## src/hdl/frt_pkg.sv

```systemverilog
// frt_pkg: shared constants and types for the range sum table
// used by every module of the block; no dependencies
`timescale 1ns / 1ps

package frt_pkg;

  localparam int TABLE_SIZE = 1024;
  localparam int ADDR_W     = $clog2(TABLE_SIZE);
  localparam int POS_W      = 11;
  localparam int IDX_W      = POS_W + 1;
  localparam int DELTA_W    = 32;
  localparam int SUM_W      = 64;
  localparam int TDATA_W    = 72;

  localparam logic [POS_W-1:0] SIZE_MAX   = POS_W'(TABLE_SIZE);
  localparam logic [POS_W-1:0] SIZE_RESET = POS_W'(1024);

  localparam logic MODE_ADD   = 1'b0;
  localparam logic MODE_QUERY = 1'b1;

  typedef struct packed {
    logic sub;
    logic up;
  } alu_op_t;

endpackage

```

## src/hdl/frt_alu.sv

```systemverilog
// frt_alu: shared 64-bit add/subtract and lowest-set-bit index step
// depends on frt_pkg
`timescale 1ns / 1ps

module frt_alu (
  input  frt_pkg::alu_op_t          op,
  input  logic [frt_pkg::SUM_W-1:0] a,
  input  logic [frt_pkg::SUM_W-1:0] b,
  input  logic [frt_pkg::IDX_W-1:0] idx,
  output logic [frt_pkg::SUM_W-1:0] sum,
  output logic [frt_pkg::IDX_W-1:0] idx_step
);
  import frt_pkg::*;

  logic [IDX_W-1:0] low_bit;

  assign sum      = op.sub ? (a - b) : (a + b);
  assign low_bit  = idx & (~idx + IDX_W'(1));
  assign idx_step = op.up ? (idx + low_bit) : (idx - low_bit);

endmodule

```

## config.mk

```make
export PLATFORM = sky130hd
export DESIGN_NAME = frt_alu
export DESIGN_NICKNAME = d
export VERILOG_FILES = /design/src/hdl/frt_pkg.sv /design/src/hdl/frt_alu.sv
export SDC_FILE = /design/constraint.sdc
export NUM_CORES = 1
export LEC_CHECK = 0
export ABC_AREA = 1
export BUFFER_PORTS_ARGS = -buffer_cell sky130_fd_sc_hd__buf_2
export CAP_MARGIN = 20
export CELL_PAD_IN_SITES_DETAIL_PLACEMENT = 1
export CELL_PAD_IN_SITES_GLOBAL_PLACEMENT = 2
export CORE_ASPECT_RATIO = 0.8
export CORE_MARGIN = 2
export CORE_UTILIZATION = 26
export DETAILED_ROUTE_END_ITERATION = 8
export PLACE_DENSITY_LB_ADDON = 0.12
export SLEW_MARGIN = 25
export SYNTH_ARGS = -nofsm -noshare
export SYNTH_HDL_FRONTEND = slang
export SYNTH_SLANG_ARGS = --single-unit
```

## constraint.sdc

```tcl
create_clock -name vclk -period 3.58
set_clock_uncertainty 0.2 [all_clocks]
set_input_delay 0.358 -clock vclk [all_inputs]
set_output_delay 0.358 -clock vclk [all_outputs]
set_load 0.01 [all_outputs]
```

==> flow_summary.html <==
<table>
<tr><th>Metric</th><th>Value</th></tr>
<tr><th colspan="2">STA</th></tr>
<tr><td>Shortest period the worst path allows</td><td>about 3.8 ns</td></tr>
<tr><td>Number of failing hold endpoints at the final stage</td><td>0</td></tr>
<tr><td>Max Fclk</td><td>between 200 and 300 MHz</td></tr>
<tr><td>Final setup violation count</td><td>41</td></tr>
<tr><td>Worst hold margin</td><td>approximately 0.9 ns</td></tr>
<tr><td>Setup slack after layout</td><td>-0.230 ns</td></tr>
<tr><td>Post-Route Setup TNS</td><td>-4.46 ns</td></tr>
<tr><td>Max Slew Vio Count</td><td>0</td></tr>
<tr><td>Transition at the pin with the smallest max-transition slack</td><td>~0.69 ns</td></tr>
<tr><td>Unrepaired setup endpoints after global routing</td><td>yes</td></tr>
<tr><td>Period Utilization, post-route</td><td>106%</td></tr>
<tr><td>Worst-case headroom to the max-slew limit</td><td>53.6%</td></tr>
<tr><th colspan="2">Global route</th></tr>
<tr><td>Total gr overflow</td><td>0</td></tr>
<tr><td>Total GRT Usage</td><td>between 20% and 30%</td></tr>
<tr><td>Via count of the first global-routing pass</td><td>14.3k</td></tr>
<tr><td>Antenna violations before repair</td><td>0</td></tr>
<tr><td>Pin count of the biggest net entering global routing</td><td>34</td></tr>
<tr><td>Wire length of the first global-routing pass</td><td>just under 80 mm</td></tr>
<tr><th colspan="2">Power and ir drop</th></tr>
<tr><td>Power density relative to cell area</td><td>215 nW/um2</td></tr>
<tr><td>Switching power summed over all nets</td><td>roughly 2.2 mW</td></tr>
<tr><td>Gate power share</td><td>100.0%</td></tr>
<tr><td>Total internal power</td><td>~1.6 mW</td></tr>
<tr><td>Peak VDD IR</td><td>a little over 0.00009 V</td></tr>
<tr><td>Part of the power in the clock network</td><td>0%</td></tr>
<tr><td>Total Power</td><td>around 3.9 mW</td></tr>
<tr><td>Switch share</td><td>between 50% and 60%</td></tr>
<tr><td>Fraction of power consumed by sequential logic</td><td>0%</td></tr>
<tr><td>Leak Pwr</td><td>9.88 nW</td></tr>
<tr><th colspan="2">Drt</th></tr>
<tr><td>Post-DR wirelength/cell</td><td>roughly 18 um</td></tr>
<tr><td>Wirelength, routed</td><td>55.2 mm</td></tr>
<tr><td>Number of remaining DRC errors</td><td>0</td></tr>
<tr><td>Post-DRT Antenna Nets</td><td>0</td></tr>
<tr><td>Number of violations reported at the end of detailed-routing iteration 0</td><td>520</td></tr>
<tr><td>Routed via count divided by cell count</td><td>roughly 4.7</td></tr>
<tr><td>Number of optimization iterations in the first detailed-route pass</td><td>4</td></tr>
<tr><td>Total vias in the final route</td><td>roughly 14k</td></tr>
<tr><th colspan="2">Flow run</th></tr>
<tr><td>Max-cap violation count</td><td>0</td></tr>
<tr><th colspan="2">Final layout</th></tr>
<tr><td>FF/Latch Area</td><td>0 um2</td></tr>
<tr><td>Fin nets</td><td>between 2k and 3k</td></tr>
<tr><td>Total inserted antenna cells</td><td>0</td></tr>
<tr><td>Syn-to-layout area delta</td><td>99.3%</td></tr>
<tr><td>Number of sequential cells in the layout</td><td>0</td></tr>
<tr><td># clk buffers</td><td>0</td></tr>
<tr><td>Fraction of layout cells with a size suffix above 1</td><td>around 54%</td></tr>
<tr><td>Filler Cell Count</td><td>about 4.7k</td></tr>
<tr><th colspan="2">Placed design</th></tr>
<tr><td>Global placer's final weighted congestion</td><td>between 0.9 and 1</td></tr>
<tr><td>Number of input and output port buffers inserted</td><td>217</td></tr>
<tr><td>Half-perimeter wire length after placement</td><td>roughly 45 mm</td></tr>
<tr><th colspan="2">Floorplanning</th></tr>
<tr><td>Total Die Area</td><td>36200 um2</td></tr>
<tr><td>Die H</td><td>around 170 um</td></tr>
<tr><td>Initial standard-cell utilization of the core</td><td>26.2%</td></tr>
<tr><td>Die Width</td><td>about 210 um</td></tr>
<tr><td>I/O Pins</td><td>between 200 and 250</td></tr>
<tr><td>Standard cell core area</td><td>around 34000 um2</td></tr>
<tr><td>Std cell rows</td><td>61</td></tr>
<tr><th colspan="2">Worst setup path</th></tr>
<tr><td>Setup crit end kind</td><td>primary output</td></tr>
<tr><td>Type of origin of the critical path</td><td>primary input</td></tr>
<tr><td>Critical-path maximum fanout</td><td>4</td></tr>
<tr><td>Worst EP arrival</td><td>between 3 and 4 ns</td></tr>
<tr><td>CP Data Required Time</td><td>3.02 ns</td></tr>
<tr><td>Class of the most critical setup path</td><td>in2out</td></tr>
<tr><th colspan="2">Synth</th></tr>
<tr><td>Combined area of all synthesized cells</td><td>~9000 um2</td></tr>
<tr><td>Synthesized area divided by synthesized cell count</td><td>4.69 um2</td></tr>
<tr><td>Top-area cell type share of the netlist area</td><td>~33%</td></tr>
<tr><td>Sequential fraction of the synthesis area</td><td>0%</td></tr>
<tr><td>Cells after synthesis</td><td>just under 2k</td></tr>
<tr><td>Unique masters post-synth</td><td>40</td></tr>
<tr><td>Net count after synthesis</td><td>between 2k and 2.5k</td></tr>
<tr><td>Top cell type by total area after synthesis</td><td>nand2_1</td></tr>
<tr><td>Syn. warnings</td><td>0</td></tr>
<tr><td>Area contributors post-synth</td><td>nand2_1 33%, inv_1 17%, ha_1 10%, nor2_1 8.6%, xor2_1 7.2%</td></tr>
<tr><th colspan="2">Min path</th></tr>
<tr><td>Hold/Removal Path Class</td><td>in2out</td></tr>
<tr><td>Cell depth of the worst min-delay path</td><td>3</td></tr>
<tr><th colspan="2">Outcome</th></tr>
<tr><td>Result of the run</td><td>finished with violations</td></tr>
<tr><td>Violated checks</td><td>negative setup slack</td></tr>
<tr><th colspan="2">Clock network</th></tr>
<tr><td>Number of hold buffers added after cts</td><td>0</td></tr>
</table>
-- metrics by stage --
stage                     utilization, %  instances  cell area, um2  worst slack, ns
final                               52.2       3001           18000           -0.230
after global routing                52.2       3001           18000           -0.351
after global placement              38.4       2938           13300           -0.578
after detailed placement            38.4       2938           13300           -0.709
after CTS                           46.2       2971           15900           -0.110
after floorplan                        -       1923            9030            0.286
-- cell usage after synthesis (2+ instances only) --
cell type	n
a21o_1	3
a21oi_1	66
and2_1	2
and3_1	3
buf_1	4
buf_2	2
clkbuf_1	4
fa_1	2
ha_1	74
inv_1	412
inv_2	5
nand2_1	792
nand2_2	23
nand3_1	89
nand3_2	5
nand3b_1	5
nand4_1	26
nor2_1	207
nor2_2	22
nor2_4	4
nor3_1	12
nor3_2	7
nor4_1	14
o21a_1	2
o21ai_0	30
o21ai_1	5
o21ai_2	2
o21bai_1	2
xnor2_1	15
xor2_1	74
-- path summary, 6_finish.rpt --
check,startpoint,end
hold / removal,a[1],sum[1]
setup / recovery,b[4],sum[60]
-- area by class of cell --
type | instances | area (um2) | area share [%]
inverters | 417 | 1600 | 8.91
multi-input cells | 1495 | 11400 | 63.1
repair buffers | 617 | 4450 | 24.7
well taps | 472 | 591 | 3.28
-- placed cells by master (no fill, tap or decap), types with 26 or more instances in the layout --
| cell | netlist | routed |
|---|---|---|
| a21oi_1 | 66 | 30 |
| a21oi_2 | 0 | 29 |
| buf_2 | 2 | 193 |
| buf_4 | 1 | 362 |
| buf_6 | 0 | 53 |
| ha_4 | 0 | 55 |
| inv_1 | 412 | 329 |
| inv_2 | 5 | 76 |
| nand2_1 | 792 | 508 |
| nand2_2 | 23 | 194 |
| nand2_4 | 1 | 107 |
| nand3_1 | 89 | 61 |
| nand4_1 | 26 | 26 |
| nor2_1 | 207 | 74 |
| nor2_2 | 22 | 54 |
| nor2_4 | 4 | 105 |
| xor2_1 | 74 | 48 |
-- power by group through the flow --
stage | clock (mW) | combinational [mW] | sequential, mW
finish | 0 | 3.87 | 0
global route | 0 | 4.14 | 0
CTS | 0 | 3.29 | 0
detailed placement | 0 | 2.74 | 0
global placement | 0 | 2.69 | 0
floorplan | 0 | 1.39 | 0
-- timing repair --
| item | in CTS | in global routing |
|---|---|---|
| pin swaps | 178 | 230 |
| buffers inserted | 34 | 31 |
| resized for setup | 608 | 473 |
| setup endpoints to repair | 54 | 52 |
-- routing by layer --
layer / track usage, % / vias up / wire length, um
li1: - / 6974 / -
met1: 40.1 / 6805 / 26700
met2: 48.4 / 210 / 26300
met3: 0.514 / 41 / 1230
met4: 3.44 / 0 / 870
met5: 0 / - / 0
-- critical path, cell delays in order --
cell	delay, ns
buf_8	0.11
nor2_4	0.11
nand2_2	0.07
nor2_4	0.23
nand3_4	0.15
nor3_4	0.23
buf_6	0.15
nand2_4	0.05
nand2_2	0.05
nand2_1	0.05
nand2_1	0.07
inv_2	0.08
ha_4	0.33
nand2_8	0.08
nor2_4	0.15
inv_2	0.06
nor2_4	0.14
inv_4	0.07
nor2_4	0.15
and2_4	0.17
nand2_4	0.06
nand2_2	0.06
nand2_1	0.06
nand2_1	0.07
buf_2	0.14
-- kinds of logic (layout without fill, tap and decap cells) --
| group | count (synthesis) | after routing | share of synthesized area, % |
|---|---|---|---|
| AND/OR/NAND/NOR | 1215 | 1215 | 56.0 |
| buffers and inverters | 428 | 1034 | 17.9 |
| AO/OA/AOI/OAI | 114 | 114 | 6.74 |
| XOR/XNOR | 89 | 89 | 8.63 |
| adder cells (fa/ha/maj) | 76 | 76 | 10.7 |
| other | 1 | 1 | 0.0415 |
(Power assumes the default switching activity.)
