**src/hdl/frt_pkg.sv**
```systemverilog
// frt_pkg: shared constants and types for the range sum table
// used by every module of the block; no dependencies
`timescale 1ns / 1ps

package frt_pkg;

  localparam int TABLE_SIZE = 1024;
  localparam int ADDR_W     = $clog2(TABLE_SIZE);
  localparam int POS_W      = 11;
  localparam int IDX_W      = POS_W + 1;
  localparam int DELTA_W    = 32;
  localparam int SUM_W      = 64;
  localparam int TDATA_W    = 72;

  localparam logic [POS_W-1:0] SIZE_MAX   = POS_W'(TABLE_SIZE);
  localparam logic [POS_W-1:0] SIZE_RESET = POS_W'(1024);

  localparam logic MODE_ADD   = 1'b0;
  localparam logic MODE_QUERY = 1'b1;

  typedef struct packed {
    logic sub;
    logic up;
  } alu_op_t;

endpackage

```
**src/hdl/frt_ctrl.sv**
```systemverilog
// frt_ctrl: sequencer for clear pass, point add walk and two-chain query walk
// depends on frt_pkg; drives frt_mem and frt_alu
`timescale 1ns / 1ps

module frt_ctrl (
  input  logic                        clk,
  input  logic                        rst,
  input  logic                        in_valid,
  output logic                        in_ready,
  input  logic                        in_mode,
  input  logic [frt_pkg::POS_W-1:0]   in_position,
  input  logic [frt_pkg::DELTA_W-1:0] in_delta,
  input  logic [frt_pkg::POS_W-1:0]   in_range_low,
  input  logic [frt_pkg::POS_W-1:0]   in_range_high,
  input  logic                        cfg_we,
  input  logic [frt_pkg::POS_W-1:0]   cfg_wdata,
  output logic                        out_valid,
  input  logic                        out_ready,
  output logic [frt_pkg::SUM_W-1:0]   out_sum,
  output logic                        mem_we,
  output logic [frt_pkg::ADDR_W-1:0]  mem_waddr,
  output logic [frt_pkg::SUM_W-1:0]   mem_wdata,
  output logic [frt_pkg::ADDR_W-1:0]  mem_raddr,
  input  logic [frt_pkg::SUM_W-1:0]   mem_rdata,
  output frt_pkg::alu_op_t            alu_op,
  output logic [frt_pkg::SUM_W-1:0]   alu_a,
  output logic [frt_pkg::SUM_W-1:0]   alu_b,
  output logic [frt_pkg::IDX_W-1:0]   alu_idx,
  input  logic [frt_pkg::SUM_W-1:0]   alu_sum,
  input  logic [frt_pkg::IDX_W-1:0]   alu_idx_step
);
  import frt_pkg::*;

  typedef enum logic [6:0] {
    ST_CLEAR  = 7'b0000001,
    ST_IDLE   = 7'b0000010,
    ST_ADD_RD = 7'b0000100,
    ST_ADD_WR = 7'b0001000,
    ST_Q_RD   = 7'b0010000,
    ST_Q_ACC  = 7'b0100000,
    ST_Q_OUT  = 7'b1000000
  } state_t;

  state_t            state;
  logic [ADDR_W-1:0] clr_cnt;
  logic [POS_W-1:0]  size_in_use;
  logic [POS_W-1:0]  limit;
  logic [IDX_W-1:0]  idx;
  logic [POS_W-1:0]  low_bound;
  logic              phase_low;
  logic [SUM_W-1:0]  acc;
  logic [SUM_W-1:0]  delta_ext;
  logic [POS_W-1:0]  hi_sat;
  logic [POS_W-1:0]  lo_m1;
  logic [POS_W-1:0]  lo_sat;
  logic              in_xfer;
  logic              out_free;

  assign limit   = (size_in_use > SIZE_MAX) ? SIZE_MAX : size_in_use;
  assign hi_sat  = (in_range_high > SIZE_MAX) ? SIZE_MAX : in_range_high;
  assign lo_m1   = (in_range_low == '0) ? '0 : (in_range_low - POS_W'(1));
  assign lo_sat  = (lo_m1 > SIZE_MAX) ? SIZE_MAX : lo_m1;
  assign in_ready = (state == ST_IDLE);
  assign in_xfer  = in_valid && in_ready;
  assign out_free = !out_valid || out_ready;

  // shared unit operand select
  always_comb begin
    alu_op.up  = (state == ST_ADD_WR);
    alu_op.sub = (state == ST_Q_ACC) && phase_low;
    alu_a      = (state == ST_ADD_WR) ? mem_rdata : acc;
    alu_b      = (state == ST_ADD_WR) ? delta_ext : mem_rdata;
    alu_idx    = idx;
  end

  always_comb begin
    mem_we    = (state == ST_CLEAR) || (state == ST_ADD_WR);
    mem_waddr = (state == ST_CLEAR) ? clr_cnt : idx[ADDR_W-1:0];
    mem_wdata = (state == ST_CLEAR) ? '0 : alu_sum;
    mem_raddr = idx[ADDR_W-1:0];
  end

  always_ff @(posedge clk) begin
    if (rst) begin
      state       <= ST_CLEAR;
      clr_cnt     <= '0;
      size_in_use <= SIZE_RESET;
      out_valid   <= 1'b0;
      phase_low   <= 1'b0;
    end else begin
      if (cfg_we) begin
        size_in_use <= cfg_wdata;
      end
      if (out_valid && out_ready && state != ST_Q_OUT) begin
        out_valid <= 1'b0;
      end
      unique case (state)
        ST_CLEAR: begin
          clr_cnt <= clr_cnt + ADDR_W'(1);
          if (clr_cnt == ADDR_W'(TABLE_SIZE - 1)) begin
            state <= ST_IDLE;
          end
        end
        ST_IDLE: begin
          if (in_xfer) begin
            if (in_mode == MODE_ADD) begin
              idx       <= {1'b0, in_position};
              delta_ext <= {{(SUM_W-DELTA_W){in_delta[DELTA_W-1]}}, in_delta};
              if (in_position != '0 && in_position <= limit) begin
                state <= ST_ADD_RD;
              end
            end else begin
              idx       <= {1'b0, hi_sat};
              low_bound <= lo_sat;
              acc       <= '0;
              phase_low <= 1'b0;
              state     <= ST_Q_RD;
            end
          end
        end
        ST_ADD_RD: begin
          state <= ST_ADD_WR;
        end
        ST_ADD_WR: begin
          idx <= alu_idx_step;
          if (alu_idx_step > {1'b0, limit}) begin
            state <= ST_IDLE;
          end else begin
            state <= ST_ADD_RD;
          end
        end
        ST_Q_RD: begin
          if (idx == '0) begin
            if (!phase_low) begin
              phase_low <= 1'b1;
              idx       <= {1'b0, low_bound};
            end else begin
              state <= ST_Q_OUT;
            end
          end else begin
            state <= ST_Q_ACC;
          end
        end
        ST_Q_ACC: begin
          acc   <= alu_sum;
          idx   <= alu_idx_step;
          state <= ST_Q_RD;
        end
        ST_Q_OUT: begin
          if (out_free) begin
            out_valid <= 1'b1;
            out_sum   <= acc;
            state     <= ST_IDLE;
          end
        end
        default: begin
          state <= ST_IDLE;
        end
      endcase
    end
  end

endmodule

```
**config.mk**
```make
export PLATFORM = sky130hd
export DESIGN_NAME = frt_ctrl
export DESIGN_NICKNAME = d
export VERILOG_FILES = /design/src/hdl/frt_pkg.sv /design/src/hdl/frt_ctrl.sv
export SDC_FILE = /design/constraint.sdc
export NUM_CORES = 1
export LEC_CHECK = 0
export ABC_CLOCK_PERIOD_IN_PS = 7320
export BUFFER_PORTS_ARGS = -buffer_cell sky130_fd_sc_hd__buf_2
export CAP_MARGIN = 20
export CORE_AREA = 2 2 200 202
export CTS_CLUSTER_DIAMETER = 200
export CTS_CLUSTER_SIZE = 16
export DETAILED_ROUTE_END_ITERATION = 10
export DIE_AREA = 0 0 202 204
export PLACE_DENSITY = 0.51
export SYNTH_ARGS = -nofsm -noshare
export SYNTH_HDL_FRONTEND = slang
export SYNTH_SLANG_ARGS = --single-unit
```
**constraint.sdc**
```tcl
create_clock -name clk -period 7.32 [get_ports clk]
set_input_delay 0.366 -clock clk [delete_from_list [all_inputs] [get_ports clk]]
set_output_delay 0.366 -clock clk [all_outputs]
set_load 0.005 [all_outputs]
```
==> metrics.md <==
| Metric | Value |
|---|---|
| Worst Skew | 17.7 ps |
| Fin crit share | 0.488 |
| Total track usage | 0.185 |
| Area Growth Syn to Fin | 33.6% |
| Share of layout cells above drive strength 1 | 0.359 |
| Synth top area cells | edfxtp_1 (51%), nand2_1 (12%), and2_1 (7.7%) |
| Post-DP HPWL | 31.5 mm |
| Die H | 204 um |
| TritonCTS Buffers | 17 |
| RSZ-0062 raised after global routing | no |
| Remaining Overflow, GRT | 0 |
| Clock transition at path regs | 80 ps |
| Number of synthesized flops with an enable pin | 183 |
| Routed WL per cell | 19.5 um |
| First-pass GRT wire length | 57.6 mm |
| Peak supply drop | 0.000129 V |
| Drt drc | 0 |
| Post-Syn Area | 10700 um^2 |
| Flops & latches, synth | 213 |
| Antenna violations before repair | 5 |
| Crit Path Category | reg2out |
| Fillers | 4050 |
| Clk sink count | 213 |
| Max Freq | 0.280 GHz |
| CP peak stage delay | 560 ps |
| Slew HR | 0.372 |
| Worst Tran Pin Value | 942 ps |
| Sw power | 0.720 mW |
| Critical path capture point type | primary output |
| Syn avg cell area | 9.96 um^2 |
| Routed Antenna Nets | 0 |
| Nets | 1798 |
| Post-DP Area | 13700 um^2 |
| Max-slew violations | 0 |
| Longest Clk Path Bufs | 3 |
| Final wirelength | 40.7 mm |
| Largest net degree at the start of global routing | 80 |
| Vias in the first global route | 9174 |
| Fraction of registers with async set/reset | 0 |
| I/O Pins | 515 |
| Reg power frac | 0.499 |
| IO Port Bufs | 514 |
| Root Buffer | clkbuf_16 |
| Final setup viols | 0 |
| Initial Utilization | 0.273 |
| Crit path time final | 3570 ps |
| FP Rows | 73 |
| CP arrival | 3210 ps |
| Clk_lat worst skew | 500 ps |
| Core area | 39200 um^2 |
| Startpoint Class | flip-flop |
| Vias per cell | 4.58 |
| LEAKAGE | 6.55 nW |
| Placer Congestion | 0.900 |
| Slowest-stage cell, CP | clkinv_2 |
| Final instance area | 14300 um^2 |
| Via count | 9577 |
| YS warnings | 0 |
| 1st-iter DRT viols | 523 |
| Post-CTS setup buffers | 0 |
| Die Wd | 202 um |
| Gate power share | 0.172 |
| Post-synth top area cell | edfxtp_1 |
| Cell chain of the critical path | or3_1 -> nor2_1 -> nand3_4 -> clkinv_2 -> buf_4 -> nand2_1 -> nand2_1 -> buf_2 |
| TritonCTS clock tree | done |
| Hold crit path type | in2reg |
| Cells after Synth | 1073 |
| Req. time, crit path | 6950 ps |
| Seq/Total Area, Yosys | 0.570 |
| H-Tree Depth | 1 |
| Most frequent cells after synthesis | nand2_1 (344), edfxtp_1 (183), and2_1 (131), clkbuf_1 (46), nor2_1 (46) |
| Die ar. | 41200 um^2 |
| Top-count cell post-synth | nand2_1 |
| Worst-path maximum fanout | 52 |
| Most used DFF post-synth | edfxtp_1 |
| Cell mode on critical path | nand2_1 |
| Drt first pass iters | 5 |
| Yosys cell types | 56 |
| Syn_nets | 1320 |
| Switching Share | 0.266 |
| PwrDens | 189 nW/um^2 |
| Synth top area share | 0.514 |
| Clk pwr share | 0.329 |
| Max Cap Violations | 0 |
| Total Neg Setup Slack | 0 ps |
| Outcome | completed |
| Hold Vio Cnt, Final | 0 |
| Internal power | 1.98 mW |
-- stage by stage --
stage / cells / hold slack [ps] / total power, mW / setup slack, ps / util
floorplan: 1073 / 426 / 1.59 / 295 / -
global placement: 2053 / 431 / 1.84 / 4090 / 0.351
detailed placement: 2053 / 433 / 1.84 / 4000 / 0.351
CTS: 2087 / 0.485 / 2.74 / 3720 / 0.364
global route: 2088 / 8.10 / 2.82 / 3550 / 0.364
finish: 2090 / 32.6 / 2.70 / 3750 / 0.364
-- power groups by stage --
| stage | combinational, mW | clock (mW) | sequential, mW |
|---|---|---|---|
| 6_report | 0.465 | 0.890 | 1.35 |
| 5_1_grt | 0.513 | 0.956 | 1.35 |
| 4_1_cts | 0.469 | 0.922 | 1.35 |
| 3_5_place_dp | 0.466 | 0 | 1.38 |
| 3_3_place_gp | 0.463 | 0 | 1.37 |
| 2_1_floorplan | 0.222 | 0 | 1.37 |
-- critical path: cells and delay by family (launching register included) --
| kind | cells | cell delay (ps) |
|---|---|---|
| buffers and inverters | 3 | 1230 |
| DFF | 1 | 410 |
| and+or+nand+nor | 5 | 1000 |
-- repair_timing --
item                                   CTS  global route
endpoints found under the hold margin    4             0
hold buffers                             4             0
gates resized for setup                  0             0
-- per-layer routing --
layer / up-vias / global-route usage / wire (um)
li1: 4612 / - / -
met1: 4536 / 0.239 / 17100
met2: 361 / 0.307 / 19300
met3: 64 / 0.0424 / 2950
met4: 4 / 0.0609 / 1280
met5: - / 0 / 20
-- cell usage in the layout (no fill, tap or decap), drive strengths merged, types with 4 or more instances in the layout --
cell type      n
buf          525
nand2        344
edfxtp       183
and2         131
nor2          46
a21o          36
dfxtp         30
clkbuf        28
a21oi         26
ha            25
o21ai         24
nor3          15
mux2i         13
inv           13
a22oi         11
nor4          10
nand4          9
nor2b          9
xnor2          7
or3            7
nand3          6
xor2           5
nor3b          5
o31ai          5
and3           4
a211oi         4
nand2b         4
dlygate4sd3    4
-- sequential cells by signal, indices dropped and copies added, names as in the netlist --
signal,count
clr_cnt,10
acc,64
out_sum,64
delta_ext,32
state,7
low_bound,11
alu_idx,12
phase_low,1
size_in_use,11
out_valid,1
-- final timing paths --
kind,start,slack (ps),depth (start not counted),end
setup / recovery,state[0],3750,8,alu_b[12]
hold / removal,in_delta[17],30,1,delta_ext[17]
setup reg to reg,state[2],3970,5,acc[59]
hold reg to reg,acc[37],450,0,out_sum[37]
-- logic make-up (layout without fill, tap and decap cells) --
family / count (synthesis) / after routing / share of synthesized area
and+or+nand+nor: 602 / 602 / 0.263
DFF: 213 / 213 / 0.570
AOI/OAI and AO/OA: 125 / 125 / 0.0812
buffers and inverters: 83 / 572 / 0.0339
adders and majority gates: 25 / 25 / 0.0293
muxes: 13 / 13 / 0.0122
xor gates and xnor gates: 12 / 12 / 0.00983
other: 0 / 3 / 0
-- final cells by class --
| cell class | instances | area (um^2) | share of cell area |
|---|---|---|---|
| Timing Repair Buffer | 529 | 2700 | 0.189 |
| Clock buffer | 28 | 467 | 0.0327 |
| Multi-Input combinational cell | 777 | 4280 | 0.300 |
| Clock inverter | 2 | 25.0 | 0.00175 |
| Antenna cell | 3 | 7.51 | 0.000526 |
| Tap cell | 525 | 657 | 0.0460 |
| Sequential cell | 213 | 6100 | 0.427 |
| Inverter | 13 | 50.0 | 0.00351 |
Power figures use the tool's default switching activity.
